$ cat config.mk
export PLATFORM = sky130hd
export DESIGN_NAME = fifo_with_running_average
export DESIGN_NICKNAME = d
export VERILOG_FILES = /design/src/rtl/fwra_pkg.sv /design/src/rtl/fifo_with_running_average.sv /design/src/rtl/fwra_divider.sv /design/src/rtl/fwra_queue.sv /design/src/rtl/fwra_ctrl.sv
export SDC_FILE = /design/constraint.sdc
export NUM_CORES = 1
export LEC_CHECK = 0
export BUFFER_PORTS_ARGS = -buffer_cell sky130_fd_sc_hd__buf_2
export CAP_MARGIN = 20
export CORE_MARGIN = 8
export CORE_UTILIZATION = 50
export DETAILED_ROUTE_END_ITERATION = 7
export GPL_TIMING_DRIVEN = 0
export PLACE_DENSITY = 0.67
export SLEW_MARGIN = 25
export SYNTH_ARGS = -nofsm -noshare
export SYNTH_HDL_FRONTEND = slang
export SYNTH_SLANG_ARGS = --single-unit
$ cat constraint.sdc
create_clock -name clock -period 5.65 [get_ports clock]
set_input_delay 1.13 -clock clock [delete_from_list [all_inputs] [get_ports clock]]
set_output_delay 1.13 -clock clock [all_outputs]
set_load 0.005 [all_outputs]
$ cat src/rtl/fwra_pkg.sv
// ----------------------------------------------------------------------------
// fwra_pkg: shared constants and types for the queue with running average
// Sizes of the ring store, the running sum and the fixed-point mean, the
// command codes, the sequencer states and the control bundle.
// ----------------------------------------------------------------------------
package fwra_pkg;

   localparam int QUEUE_DEPTH   = 16;
   localparam int VALUE_BITS    = 16;
   localparam int FRAC_BITS     = 8;
   localparam int PTR_BITS      = $clog2(QUEUE_DEPTH);
   localparam int COUNT_BITS    = $clog2(QUEUE_DEPTH + 1);
   localparam int SUM_BITS      = VALUE_BITS + PTR_BITS;
   localparam int MEAN_BITS     = VALUE_BITS + FRAC_BITS;
   localparam int DIVIDEND_BITS = SUM_BITS + FRAC_BITS;
   localparam int STEP_BITS     = $clog2(MEAN_BITS);

   localparam logic CMD_PUSH = 1'b0;
   localparam logic CMD_POP  = 1'b1;

   typedef enum logic [1:0] {
      ST_IDLE,
      ST_APPLY,
      ST_DIV_START,
      ST_DIV_WAIT
   } state_type;

   typedef struct packed {
      logic apply;
      logic div_start;
      logic rsp_load;
   } ctrl_type;

endpackage

$ cat src/rtl/fifo_with_running_average.sv
// ----------------------------------------------------------------------------
// fifo_with_running_average: queue of unsigned values with count, sum, mean
// Sixteen-entry first-in first-out queue that also reports the mean of the
// entries it holds.
// ----------------------------------------------------------------------------
// Usage:
//   A command transfer happens on a rising edge with start high and busy low.
//   req_cmd selects push of req_push_value or pop of the oldest entry.
//   busy rises right after the transfer and stays high until the result.
//   The sequencer applies the push or pop to the ring store, then loads the
//   divider; the restoring divider works out the mean one quotient bit at a
//   time, its done flag is registered and the result registers load on it.
//   rsp_strobe marks the result for exactly one cycle; busy falls in that
//   same cycle, so a new command can be taken while the result is shown.
//   A pop on an empty queue reports underflow, a push on a full one reports
//   overflow and drops the value; the state is then left as it was.
//   Reset empties the queue; the result has no back pressure and must be
//   taken in the cycle that it is strobed.
// ----------------------------------------------------------------------------
module fifo_with_running_average (
   input  logic        clock,
   input  logic        reset,
   input  logic        start,
   output logic        busy,
   input  logic        req_cmd,
   input  logic [15:0] req_push_value,
   output logic        rsp_strobe,
   output logic [15:0] rsp_popped_value,
   output logic        rsp_underflow,
   output logic        rsp_overflow,
   output logic [4:0]  rsp_entry_count,
   output logic [19:0] rsp_entry_sum,
   output logic [23:0] rsp_mean_fixed
);

   fwra_pkg::ctrl_type                  ctrl;
   logic                                div_done;
   logic [fwra_pkg::MEAN_BITS-1:0]      quotient;
   logic [fwra_pkg::COUNT_BITS-1:0]     held_count;
   logic [fwra_pkg::SUM_BITS-1:0]       running_sum;
   logic [fwra_pkg::VALUE_BITS-1:0]     popped_value;
   logic                                underflow;
   logic                                overflow;
   logic                                accept;

   logic                                cmd_ff;
   logic [fwra_pkg::VALUE_BITS-1:0]     value_ff;
   logic                                strobe_ff;
   logic [15:0]                         popped_ff;
   logic                                under_ff;
   logic                                over_ff;
   logic [4:0]                          count_ff;
   logic [19:0]                         sum_ff;
   logic [23:0]                         mean_ff;
   logic [23:0]                         mean_in;

   assign accept = start && !busy;

   fwra_ctrl u_ctrl (
      .clock    (clock),
      .reset    (reset),
      .start    (start),
      .div_done (div_done),
      .busy     (busy),
      .ctrl     (ctrl)
   );

   fwra_queue u_queue (
      .clock        (clock),
      .reset        (reset),
      .apply        (ctrl.apply),
      .cmd          (cmd_ff),
      .push_value   (value_ff),
      .held_count   (held_count),
      .running_sum  (running_sum),
      .popped_value (popped_value),
      .underflow    (underflow),
      .overflow     (overflow)
   );

   fwra_divider u_divider (
      .clock    (clock),
      .reset    (reset),
      .start    (ctrl.div_start),
      .dividend ({running_sum, fwra_pkg::FRAC_BITS'(0)}),
      .divisor  (held_count),
      .done     (div_done),
      .quotient (quotient)
   );

   // An empty queue divides by zero; its mean is reported as zero instead.
   assign mean_in = (held_count == '0) ? '0 : 24'(quotient);

   always_ff @(posedge clock) begin
      if (accept) begin
         cmd_ff   <= req_cmd;
         value_ff <= fwra_pkg::VALUE_BITS'(req_push_value);
      end
      if (ctrl.rsp_load) begin
         popped_ff <= 16'(popped_value);
         under_ff  <= underflow;
         over_ff   <= overflow;
         count_ff  <= 5'(held_count);
         sum_ff    <= 20'(running_sum);
         mean_ff   <= mean_in;
      end
   end

   always_ff @(posedge clock) begin
      if (reset) begin
         strobe_ff <= 1'b0;
      end else begin
         strobe_ff <= ctrl.rsp_load;
      end
   end

   assign rsp_strobe       = strobe_ff;
   assign rsp_popped_value = popped_ff;
   assign rsp_underflow    = under_ff;
   assign rsp_overflow     = over_ff;
   assign rsp_entry_count  = count_ff;
   assign rsp_entry_sum    = sum_ff;
   assign rsp_mean_fixed   = mean_ff;

endmodule

$ cat src/rtl/fwra_divider.sv
// ----------------------------------------------------------------------------
// fwra_divider: restoring divider for the mean
// Produces one quotient bit per cycle; done pulses alongside the final quotient.
// ----------------------------------------------------------------------------
module fwra_divider (
   input  logic                                   clock,
   input  logic                                   reset,
   input  logic                                   start,
   input  logic [fwra_pkg::DIVIDEND_BITS-1:0]     dividend,
   input  logic [fwra_pkg::COUNT_BITS-1:0]        divisor,
   output logic                                   done,
   output logic [fwra_pkg::MEAN_BITS-1:0]         quotient
);

   logic                                busy_ff, busy_in;
   logic                                done_ff, done_in;
   logic [fwra_pkg::STEP_BITS-1:0]      step_ff, step_in;
   logic [fwra_pkg::COUNT_BITS-1:0]     rem_ff, rem_in;
   logic [fwra_pkg::MEAN_BITS-1:0]      quo_ff, quo_in;
   logic [fwra_pkg::COUNT_BITS:0]       trial;
   logic [fwra_pkg::COUNT_BITS:0]       diff;

   // For a nonzero divisor the quotient fits MEAN_BITS, so the bits above it
   // start as the remainder and are already below the divisor.
   always_comb begin
      trial   = {rem_ff, quo_ff[fwra_pkg::MEAN_BITS-1]};
      diff    = trial - {1'b0, divisor};
      busy_in = busy_ff;
      done_in = 1'b0;
      step_in = step_ff;
      rem_in  = rem_ff;
      quo_in  = quo_ff;
      if (start) begin
         busy_in = 1'b1;
         step_in = '0;
         rem_in  = fwra_pkg::COUNT_BITS'(dividend[fwra_pkg::DIVIDEND_BITS-1:fwra_pkg::MEAN_BITS]);
         quo_in  = dividend[fwra_pkg::MEAN_BITS-1:0];
      end else if (busy_ff) begin
         if (trial >= {1'b0, divisor}) begin
            rem_in = diff[fwra_pkg::COUNT_BITS-1:0];
            quo_in = {quo_ff[fwra_pkg::MEAN_BITS-2:0], 1'b1};
         end else begin
            rem_in = trial[fwra_pkg::COUNT_BITS-1:0];
            quo_in = {quo_ff[fwra_pkg::MEAN_BITS-2:0], 1'b0};
         end
         step_in = step_ff + 1'b1;
         if (step_ff == fwra_pkg::STEP_BITS'(fwra_pkg::MEAN_BITS - 1)) begin
            busy_in = 1'b0;
            done_in = 1'b1;
         end
      end
   end

   always_ff @(posedge clock) begin
      if (reset) begin
         busy_ff <= 1'b0;
         done_ff <= 1'b0;
         step_ff <= '0;
      end else begin
         busy_ff <= busy_in;
         done_ff <= done_in;
         step_ff <= step_in;
      end
      rem_ff <= rem_in;
      quo_ff <= quo_in;
   end

   assign done     = done_ff;
   assign quotient = quo_ff;

endmodule

$ cat src/rtl/fwra_queue.sv
// ----------------------------------------------------------------------------
// fwra_queue: ring store with pointers, entry count and running sum
// Applies one push or pop when told to and records the flags and the
// popped value of that operation.
// ----------------------------------------------------------------------------
module fwra_queue (
   input  logic                                clock,
   input  logic                                reset,
   input  logic                                apply,
   input  logic                                cmd,
   input  logic [fwra_pkg::VALUE_BITS-1:0]     push_value,
   output logic [fwra_pkg::COUNT_BITS-1:0]     held_count,
   output logic [fwra_pkg::SUM_BITS-1:0]       running_sum,
   output logic [fwra_pkg::VALUE_BITS-1:0]     popped_value,
   output logic                                underflow,
   output logic                                overflow
);

   logic [fwra_pkg::VALUE_BITS-1:0] store [fwra_pkg::QUEUE_DEPTH];
   logic [fwra_pkg::VALUE_BITS-1:0] rd_data_ff;

   logic [fwra_pkg::PTR_BITS-1:0]   rd_ptr_ff, rd_ptr_in;
   logic [fwra_pkg::PTR_BITS-1:0]   wr_ptr_ff, wr_ptr_in;
   logic [fwra_pkg::COUNT_BITS-1:0] count_ff, count_in;
   logic [fwra_pkg::SUM_BITS-1:0]   sum_ff, sum_in;
   logic [fwra_pkg::VALUE_BITS-1:0] popped_ff, popped_in;
   logic                            under_ff, under_in;
   logic                            over_ff, over_in;
   logic                            do_write;
   logic                            is_full;
   logic                            is_empty;

   function automatic logic [fwra_pkg::PTR_BITS-1:0] ring_next(
      input logic [fwra_pkg::PTR_BITS-1:0] ptr
   );
      if (ptr == fwra_pkg::PTR_BITS'(fwra_pkg::QUEUE_DEPTH - 1)) begin
         return '0;
      end
      return ptr + 1'b1;
   endfunction

   assign is_full  = (count_ff == fwra_pkg::COUNT_BITS'(fwra_pkg::QUEUE_DEPTH));
   assign is_empty = (count_ff == '0);

   always_comb begin
      rd_ptr_in = rd_ptr_ff;
      wr_ptr_in = wr_ptr_ff;
      count_in  = count_ff;
      sum_in    = sum_ff;
      popped_in = popped_ff;
      under_in  = under_ff;
      over_in   = over_ff;
      do_write  = 1'b0;
      if (apply) begin
         popped_in = '0;
         under_in  = 1'b0;
         over_in   = 1'b0;
         if (cmd == fwra_pkg::CMD_PUSH) begin
            if (is_full) begin
               over_in = 1'b1;
            end else begin
               do_write  = 1'b1;
               wr_ptr_in = ring_next(wr_ptr_ff);
               count_in  = count_ff + 1'b1;
               sum_in    = sum_ff + fwra_pkg::SUM_BITS'(push_value);
            end
         end else begin
            if (is_empty) begin
               under_in = 1'b1;
            end else begin
               // The read port has followed the read pointer since the last pop.
               popped_in = rd_data_ff;
               rd_ptr_in = ring_next(rd_ptr_ff);
               count_in  = count_ff - 1'b1;
               sum_in    = sum_ff - fwra_pkg::SUM_BITS'(rd_data_ff);
            end
         end
      end
   end

   always_ff @(posedge clock) begin
      if (do_write) begin
         store[wr_ptr_ff] <= push_value;
      end
      rd_data_ff <= store[rd_ptr_ff];
   end

   always_ff @(posedge clock) begin
      if (reset) begin
         rd_ptr_ff <= '0;
         wr_ptr_ff <= '0;
         count_ff  <= '0;
         sum_ff    <= '0;
      end else begin
         rd_ptr_ff <= rd_ptr_in;
         wr_ptr_ff <= wr_ptr_in;
         count_ff  <= count_in;
         sum_ff    <= sum_in;
      end
      popped_ff <= popped_in;
      under_ff  <= under_in;
      over_ff   <= over_in;
   end

   assign held_count   = count_ff;
   assign running_sum  = sum_ff;
   assign popped_value = popped_ff;
   assign underflow    = under_ff;
   assign overflow     = over_ff;

endmodule

$ cat src/rtl/fwra_ctrl.sv
// ----------------------------------------------------------------------------
// fwra_ctrl: operation sequencer
// Steps each command through the queue update and the mean division.
// ----------------------------------------------------------------------------
module fwra_ctrl (
   input  logic                clock,
   input  logic                reset,
   input  logic                start,
   input  logic                div_done,
   output logic                busy,
   output fwra_pkg::ctrl_type  ctrl
);

   fwra_pkg::state_type state_ff, state_in;

   always_comb begin
      state_in = state_ff;
      unique case (state_ff)
         fwra_pkg::ST_IDLE: begin
            if (start) begin
               state_in = fwra_pkg::ST_APPLY;
            end
         end
         fwra_pkg::ST_APPLY:     state_in = fwra_pkg::ST_DIV_START;
         fwra_pkg::ST_DIV_START: state_in = fwra_pkg::ST_DIV_WAIT;
         fwra_pkg::ST_DIV_WAIT: begin
            if (div_done) begin
               state_in = fwra_pkg::ST_IDLE;
            end
         end
         default: state_in = fwra_pkg::ST_IDLE;
      endcase
   end

   always_comb begin
      ctrl = '0;
      busy = 1'b1;
      unique case (state_ff)
         fwra_pkg::ST_IDLE:      busy = 1'b0;
         fwra_pkg::ST_APPLY:     ctrl.apply = 1'b1;
         fwra_pkg::ST_DIV_START: ctrl.div_start = 1'b1;
         fwra_pkg::ST_DIV_WAIT:  ctrl.rsp_load = div_done;
         default:                busy = 1'b1;
      endcase
   end

   always_ff @(posedge clock) begin
      if (reset) begin
         state_ff <= fwra_pkg::ST_IDLE;
      end else begin
         state_ff <= state_in;
      end
   end

endmodule

* Word-level counts from Yosys, hierarchy flattened *
Memory sizes are Yosys's and may differ from the RTL's. A register that Yosys moved wholly into a read port is not among the register bits.
Index checks and enable logic that the tools add are counted.

cells by class
  add/sub/neg operators = 8
  $mul = 0
  div/mod/pow operators = 0
  magnitude comparators = 1
  equality and inequality tests = 11
  shifts and indexed selects = 0
  mux-type cells = 42
  bitwise logic cells = 4
  reductions and logical operators = 11

operators with widths
  kind                                                                   count
  20-bit two-way mux                                                     3
  24-bit two-way mux                                                     2
  1-bit two-way mux                                                      24
  4-bit two-way mux                                                      6
  20-bit by 16-bit adder with 20-bit output                              1
  5-bit two-way mux                                                      4
  20-bit by 16-bit subtractor with 20-bit output                         1
  5-bit by 1-bit adder with 5-bit output, second input constant          2
  5-bit equality test, second input constant                             2
  3-bit AND reduction                                                    3
  4-bit by 1-bit adder with 4-bit output, second input constant          2
  4-bit equality test, second input constant                             2
  2-bit one-hot mux with 4 select lines                                  1
  6-bit by 5-bit >= comparator with 1-bit output                         1
  2-bit != test, second input constant                                   3
  5-bit logical NOT                                                      1
  5-bit by 1-bit subtractor with 5-bit output, second input constant     1
  5-bit subtractor                                                       1
  2-bit equality test, second input constant                             2
  2-bit two-way mux                                                      2
  1-bit inverter                                                         4
  2-bit OR reduction                                                     2
  3-bit OR reduction                                                     1
  2-bit by 1-bit equality test with 1-bit output, second input constant  1
  other kinds (5)                                                        5

storage, ports and cells
  register bits = 174
  latch bits = 0
  bits in writable memories = 256
  bits in read-only memories = 0
  output and inout bits = 69
  logic and storage cells = 102
  memories kept = 1

memory list
  name           words  width  read ports  clocked after memory_dff  write ports  line              source
  u_queue.store  16     16     1           1                         1            fwra_queue.sv:19  logic [fwra_pkg::VALUE_BITS-1:0] store [fwra_pkg::QUEUE_DEPTH];

* Depth between registers and ports, before layout *
  depth in word-level cells = 6
  mapped depth = 16
  mapped depth without buffers = 15

* Modules after synthesis *
Synthesis repeated with hierarchy kept, for this count alone.

unflattened totals
  cell total of the unflattened synthesis = 1,079
  area total of the unflattened synthesis = 18,297.5 µm²

modules (own cells, without submodules)
  module                     instances  cells an instance  area each (µm²)  sequential area each (µm²)
  fwra_queue                 1          810                13,536.7         9,208.8
  fifo_with_running_average  1          118                2,801.4          2,542.4
  fwra_divider               1          132                1,770.4          1,001.0
  fwra_ctrl                  1          19                 188.9            40.0

* Worst setup path before layout *
No wires, ideal clock.

  kind = register to register
  start point = register value_ff[0] (netlist name)
  end point = register u_queue.sum_ff, in the netlist u_queue.running_sum[19]
  data arrival time = 3.802 ns
  data required time = 5.529 ns
  slack = 1.727 ns
  cell stages (with the launch flop) = 17
  path buffers = 1
  clock period less this slack = 3.923 ns
  path through = edfxtp_1 > inv_1 > ha_1 > or3b_2 > nor4_2 > nand2b_1 > nor4_2 > xnor2_1 > mux2i_1 > ha_1 > clkbuf_1 > a21oi_1 > o211ai_1 > a221oi_1 > nand2_1 > a211o_1 > mux2_4

between the ends
  cells in the longest elaborated chain, start to end = 3

ends and longest elaborated chain
  what                                       line                             source
  start, declared                            fifo_with_running_average.sv:47  logic [fwra_pkg::VALUE_BITS-1:0] value_ff;
  start signal, assigned                     fifo_with_running_average.sv:97  value_ff <= fwra_pkg::VALUE_BITS'(req_push_value);
  20-bit by 16-bit adder with 20-bit output  fwra_queue.sv:65                 sum_in = sum_ff + fwra_pkg::SUM_BITS'(push_value);
  20-bit two-way mux                         fwra_queue.sv:59                 if (is_full) begin
  20-bit two-way mux                         fwra_queue.sv:58                 if (cmd == fwra_pkg::CMD_PUSH) begin
  end signal, assigned                       fwra_queue.sv:98                 sum_ff <= sum_in;
  end, declared                              fwra_queue.sv:25                 logic [fwra_pkg::SUM_BITS-1:0] sum_ff, sum_in;

Every way passes these cells. The select of a mux whose other input is x is not followed.
A chain may end at the register's enable or synchronous reset.

* Final worst setup path *
  start point = register value_ff[1] (netlist name)
  end point = register u_queue.sum_ff, in the netlist u_queue.running_sum[19]

The elaborated chain is that of the path after synthesis.

==> summary.md <==
| Metric | Value |
|---|---|
| Run status | finished, final reports clean |
| Post-synth EDFFs | 378 |
| Vias per cell | 5.62 |
| Clock power frac | 30.5% |
| Max incr delay on CP | 680 ps |
| Max Root-Sink Buffers | 3 |
| CP endpoint kind | flop |
| Layout cells sized above 1 | 23.3% |
| Seq pwr share | 46.3% |
| Yosys reg bits | between 400 and 500 |
| TritonCTS Buffers | 45 |
| First-pass GRT wire length | ~59000 um |
| Critical Path RT | 6090 ps |
| Routed len/inst | 21.4 um |
| Sequential-to-total area share from yosys stat | 69.9% |
| Mapped Cells | 1106 |
| Worst path most repeated cell | ha_1 |
| Clk_lat worst skew | approximately 570 ps |
| Top Ports | 89 |
| Initial antenna violation count | 0 |
| Final Max Tran Viols | 0 |
| Setup Viol. Count Final | 0 |
| Post-CTS Setup Repair Bufs | 0 |
| WS Path Type | flop to flop |
| Maxcap violations | 0 |
| # rows | 70 |
| P_int | between 6 and 7 mW |
| Met2 Track Usage GR | 31.2% |
| Post-synthesis cell type count | 64 |
| Min Hold Slack | 417 ps |
| Psw | 2.91 mW |
| GRT overflow | 0 |
| Pin count of the biggest net entering global routing | 37 |
| Synth Warn # | 0 |
| H-Tree Depth | 2 |
| Area Growth Syn to Fin | 15.3% |
| Number of diodes | 0 |
| Core region area | approximately 0.036 mm2 |
| WL final | 37800 um |
| M1 GR Usage | 23.2% |
| Global-route usage over all layers | a little under a fifth |
| Met3 GRT Util | 2.97% |
| Final TNS setup | 0 ps |
| Dpl hpwl | 26900 um |
| Synthesized Nets | 1168 |
| Initial Util | around half |
| Slew @ Worst Pin | 906 ps |
| Clock root buffer | clkbuf_16 |
| Die Ht | 207 um |
| Syn avg cell area | 16.4 um2 |
| Routed Antenna Nets | 0 |
| Synth Cell Area | 0.0182 mm2 |
| Cell Pwr Density | 466 mW/mm2 |
| Peak supply drop | 0.000322 V |
| Iteration-0 DRC Markers | 689 |
| GR peak layer | met2 |
| DIE WIDTH | roughly 210 um |
| Leakage power total | 7.21 nW |
| Post-route DRC | 0 |
| Final Hold Vio Count | 0 |
| Placer Congestion | 0.842 |
| Final #Nets | about 1.3k |
| Cts repair resizes | 0 |
| Slew margin rel. | 39.6% |
| Fin crit share | 83.7% |
| Vias post-DR | 9914 |
| Clk pin slew, worst setup/hold paths | roughly 60 ps |
| RSZ-0062 raised after global routing | no |
| Worst path cell trace | inv_1 > ha_1 > or3b_2 > nor4_2 > nand2b_1 > nor2_1 > xnor2_1 > mux2i_1 > ha_1 > clkbuf_1 > a21oi_2 > o211ai_1 > a221oi_1 > nand2_1 > a211o_1 > mux2_4 |
| Post-synth ARST share | 0% |
| DR pass1 iterations | 5 |
| Logic gate share of total power | roughly 23% |
| Hold WC Path Type | flop to flop |
| Die area | 0.0427 mm2 |
| Switch share | ~30% |
| Top FF cell, synth | edfxtp_1 |
| Final clock skew | between 20 and 25 ps |
| Worst R2R Setup Slack | roughly 920 ps |
| I/O Buffers | slightly below 90 |
| Sink Count | 446 |
| Vias in the first global route | 10.3k |
| Slowest cell on crit path | edfxtp_1 |
| Fmax | 211 MHz |
| CP startpoint kind | flop |
| Final min period | 4730 ps |
| CP max FO | 20 |
| CP arrival | 5170 ps |
| CTS tree | yes |
| Hold-fix buffers, CTS | 0 |
[path summary, 6_finish.rpt]
kind,depth (start not counted),end,from
max,16,u_queue.running_sum[19],value_ff[1]
min,0,rsp_popped_value[8],u_queue.popped_value[8]
max reg2reg,16,u_queue.running_sum[19],value_ff[1]
min reg2reg,0,rsp_popped_value[8],u_queue.popped_value[8]
[cell usage after synthesis (3+ instances only)]
cell type	count	share of area, %
edfxtp_1	378	62
mux4_2	80	9.9
dfxtp_1	68	7.5
nor2_1	67	1.4
clkbuf_1	41	0.85
a21oi_1	40	1.1
ha_1	39	2.7
nand2_1	39	0.80
inv_1	29	0.60
and2_1	28	0.96
nor3_1	26	0.72
and3_1	23	0.79
nand3_1	22	0.61
mux2i_1	18	0.99
o21ai_0	18	0.50
xnor2_1	16	0.77
a22o_1	15	0.72
xor2_1	14	0.67
a211oi_1	10	0.41
a21o_1	10	0.41
nor2b_1	10	0.34
buf_1	9	0.19
nand4_1	9	0.31
a31oi_1	8	0.28
buf_2	8	0.22
o21a_1	8	0.33
mux2_2	6	0.37
nor4_1	6	0.21
nand2b_1	5	0.17
o211ai_1	4	0.17
fa_1	3	0.33
nor4_2	3	0.21
o21ai_1	3	0.083
or3_1	3	0.10
[through the flow]
| step | util [%] | worst slack [ps] | area [um2] | total power [mW] | std cells |
|---|---|---|---|---|---|
| 5_1_grt | 57.8 | 505 | 21000 | 10.2 | 1764 |
| 4_1_cts | 57.8 | 805 | 21000 | 9.83 | 1764 |
| 3_3_place_gp | 53.0 | 921 | 19200 | 6.79 | 1661 |
| 6_report | 57.8 | 918 | 21000 | 9.76 | 1764 |
| 3_5_place_dp | 53.7 | 829 | 19500 | 6.85 | 1682 |
| 2_1_floorplan | - | 1730 | 18200 | 6.13 | 1106 |
[layout make-up]
class,instances,area [um2]
plain buffers,58,229
well taps,468,586
repair buffers,108,651
inverters,30,113
fillers,2817,15300
multi-input cells,572,5190
flip-flops and latches,446,12700
clock inverters,26,259
clock buffers,56,1230
[cell usage in the layout (no fill, tap or decap), types with 15 or more instances in the layout]
cell       count
clkbuf_16     46
xnor2_1       16
edfxtp_1     378
nand2_1       39
ha_1          38
and3_1        23
o21ai_0       18
nor3_1        22
a21oi_1       40
nor2_1        55
dfxtp_1       68
nand3_1       22
buf_2         96
mux2i_1       18
clkbuf_1      47
a22o_1        15
mux4_2        80
and2_1        26
inv_1         29
[layer usage]
metal	part of all wire (%)	vias up
li1	-	4627
met1	43	5019
met2	51	215
met3	4.5	53
met4	1.9	0
met5	0	-
[power groups by stage]
stage | sequential, mW | clock [mW] | combinational (mW)
floorplan | 4.42 | 0 | 1.72
global placement | 4.57 | 0 | 2.22
detailed placement | 4.59 | 0 | 2.26
CTS | 4.52 | 3.03 | 2.28
global route | 4.57 | 3.17 | 2.51
finish | 4.52 | 2.98 | 2.26
[critical path, delay by kind of cell, from the launching register on]
kind,cells,cell delay [ps]
DFF,1,680
and+or+nand+nor,5,1240
adders and majority gates,2,470
muxes,2,560
buffers and inverters,2,340
AOI/OAI and AO/OA,4,1260
xor gates and xnor gates,1,80
[kinds of logic (layout without fill, tap and decap cells)]
kind of cell / count (synthesis) / after routing / share of synthesized area [%]
DFF: 446 / 446 / 69.9
and+or+nand+nor: 254 / 254 / 7.20
AOI/OAI and AO/OA: 141 / 141 / 5.23
muxes: 105 / 105 / 11.4
buffers and inverters: 88 / 278 / 1.87
adders and majority gates: 42 / 42 / 3.01
xor gates and xnor gates: 30 / 30 / 1.44
[flip-flops by register name, indices dropped and copies added, names as in the netlist, 2 cells and up]
register / count
rsp_entry_count: 5
rsp_entry_sum: 20
rsp_mean_fixed: 24
rsp_popped_value: 16
u_ctrl.state_ff: 2
u_divider.quotient: 24
u_divider.rem_ff: 5
u_divider.step_ff: 5
u_queue.held_count: 5
u_queue.popped_value: 16
u_queue.rd_data_ff: 16
u_queue.rd_ptr_ff: 4
u_queue.running_sum: 20
u_queue.store: 256
u_queue.wr_ptr_ff: 4
value_ff: 16
Note: power is estimated with default switching activity, not from simulation.
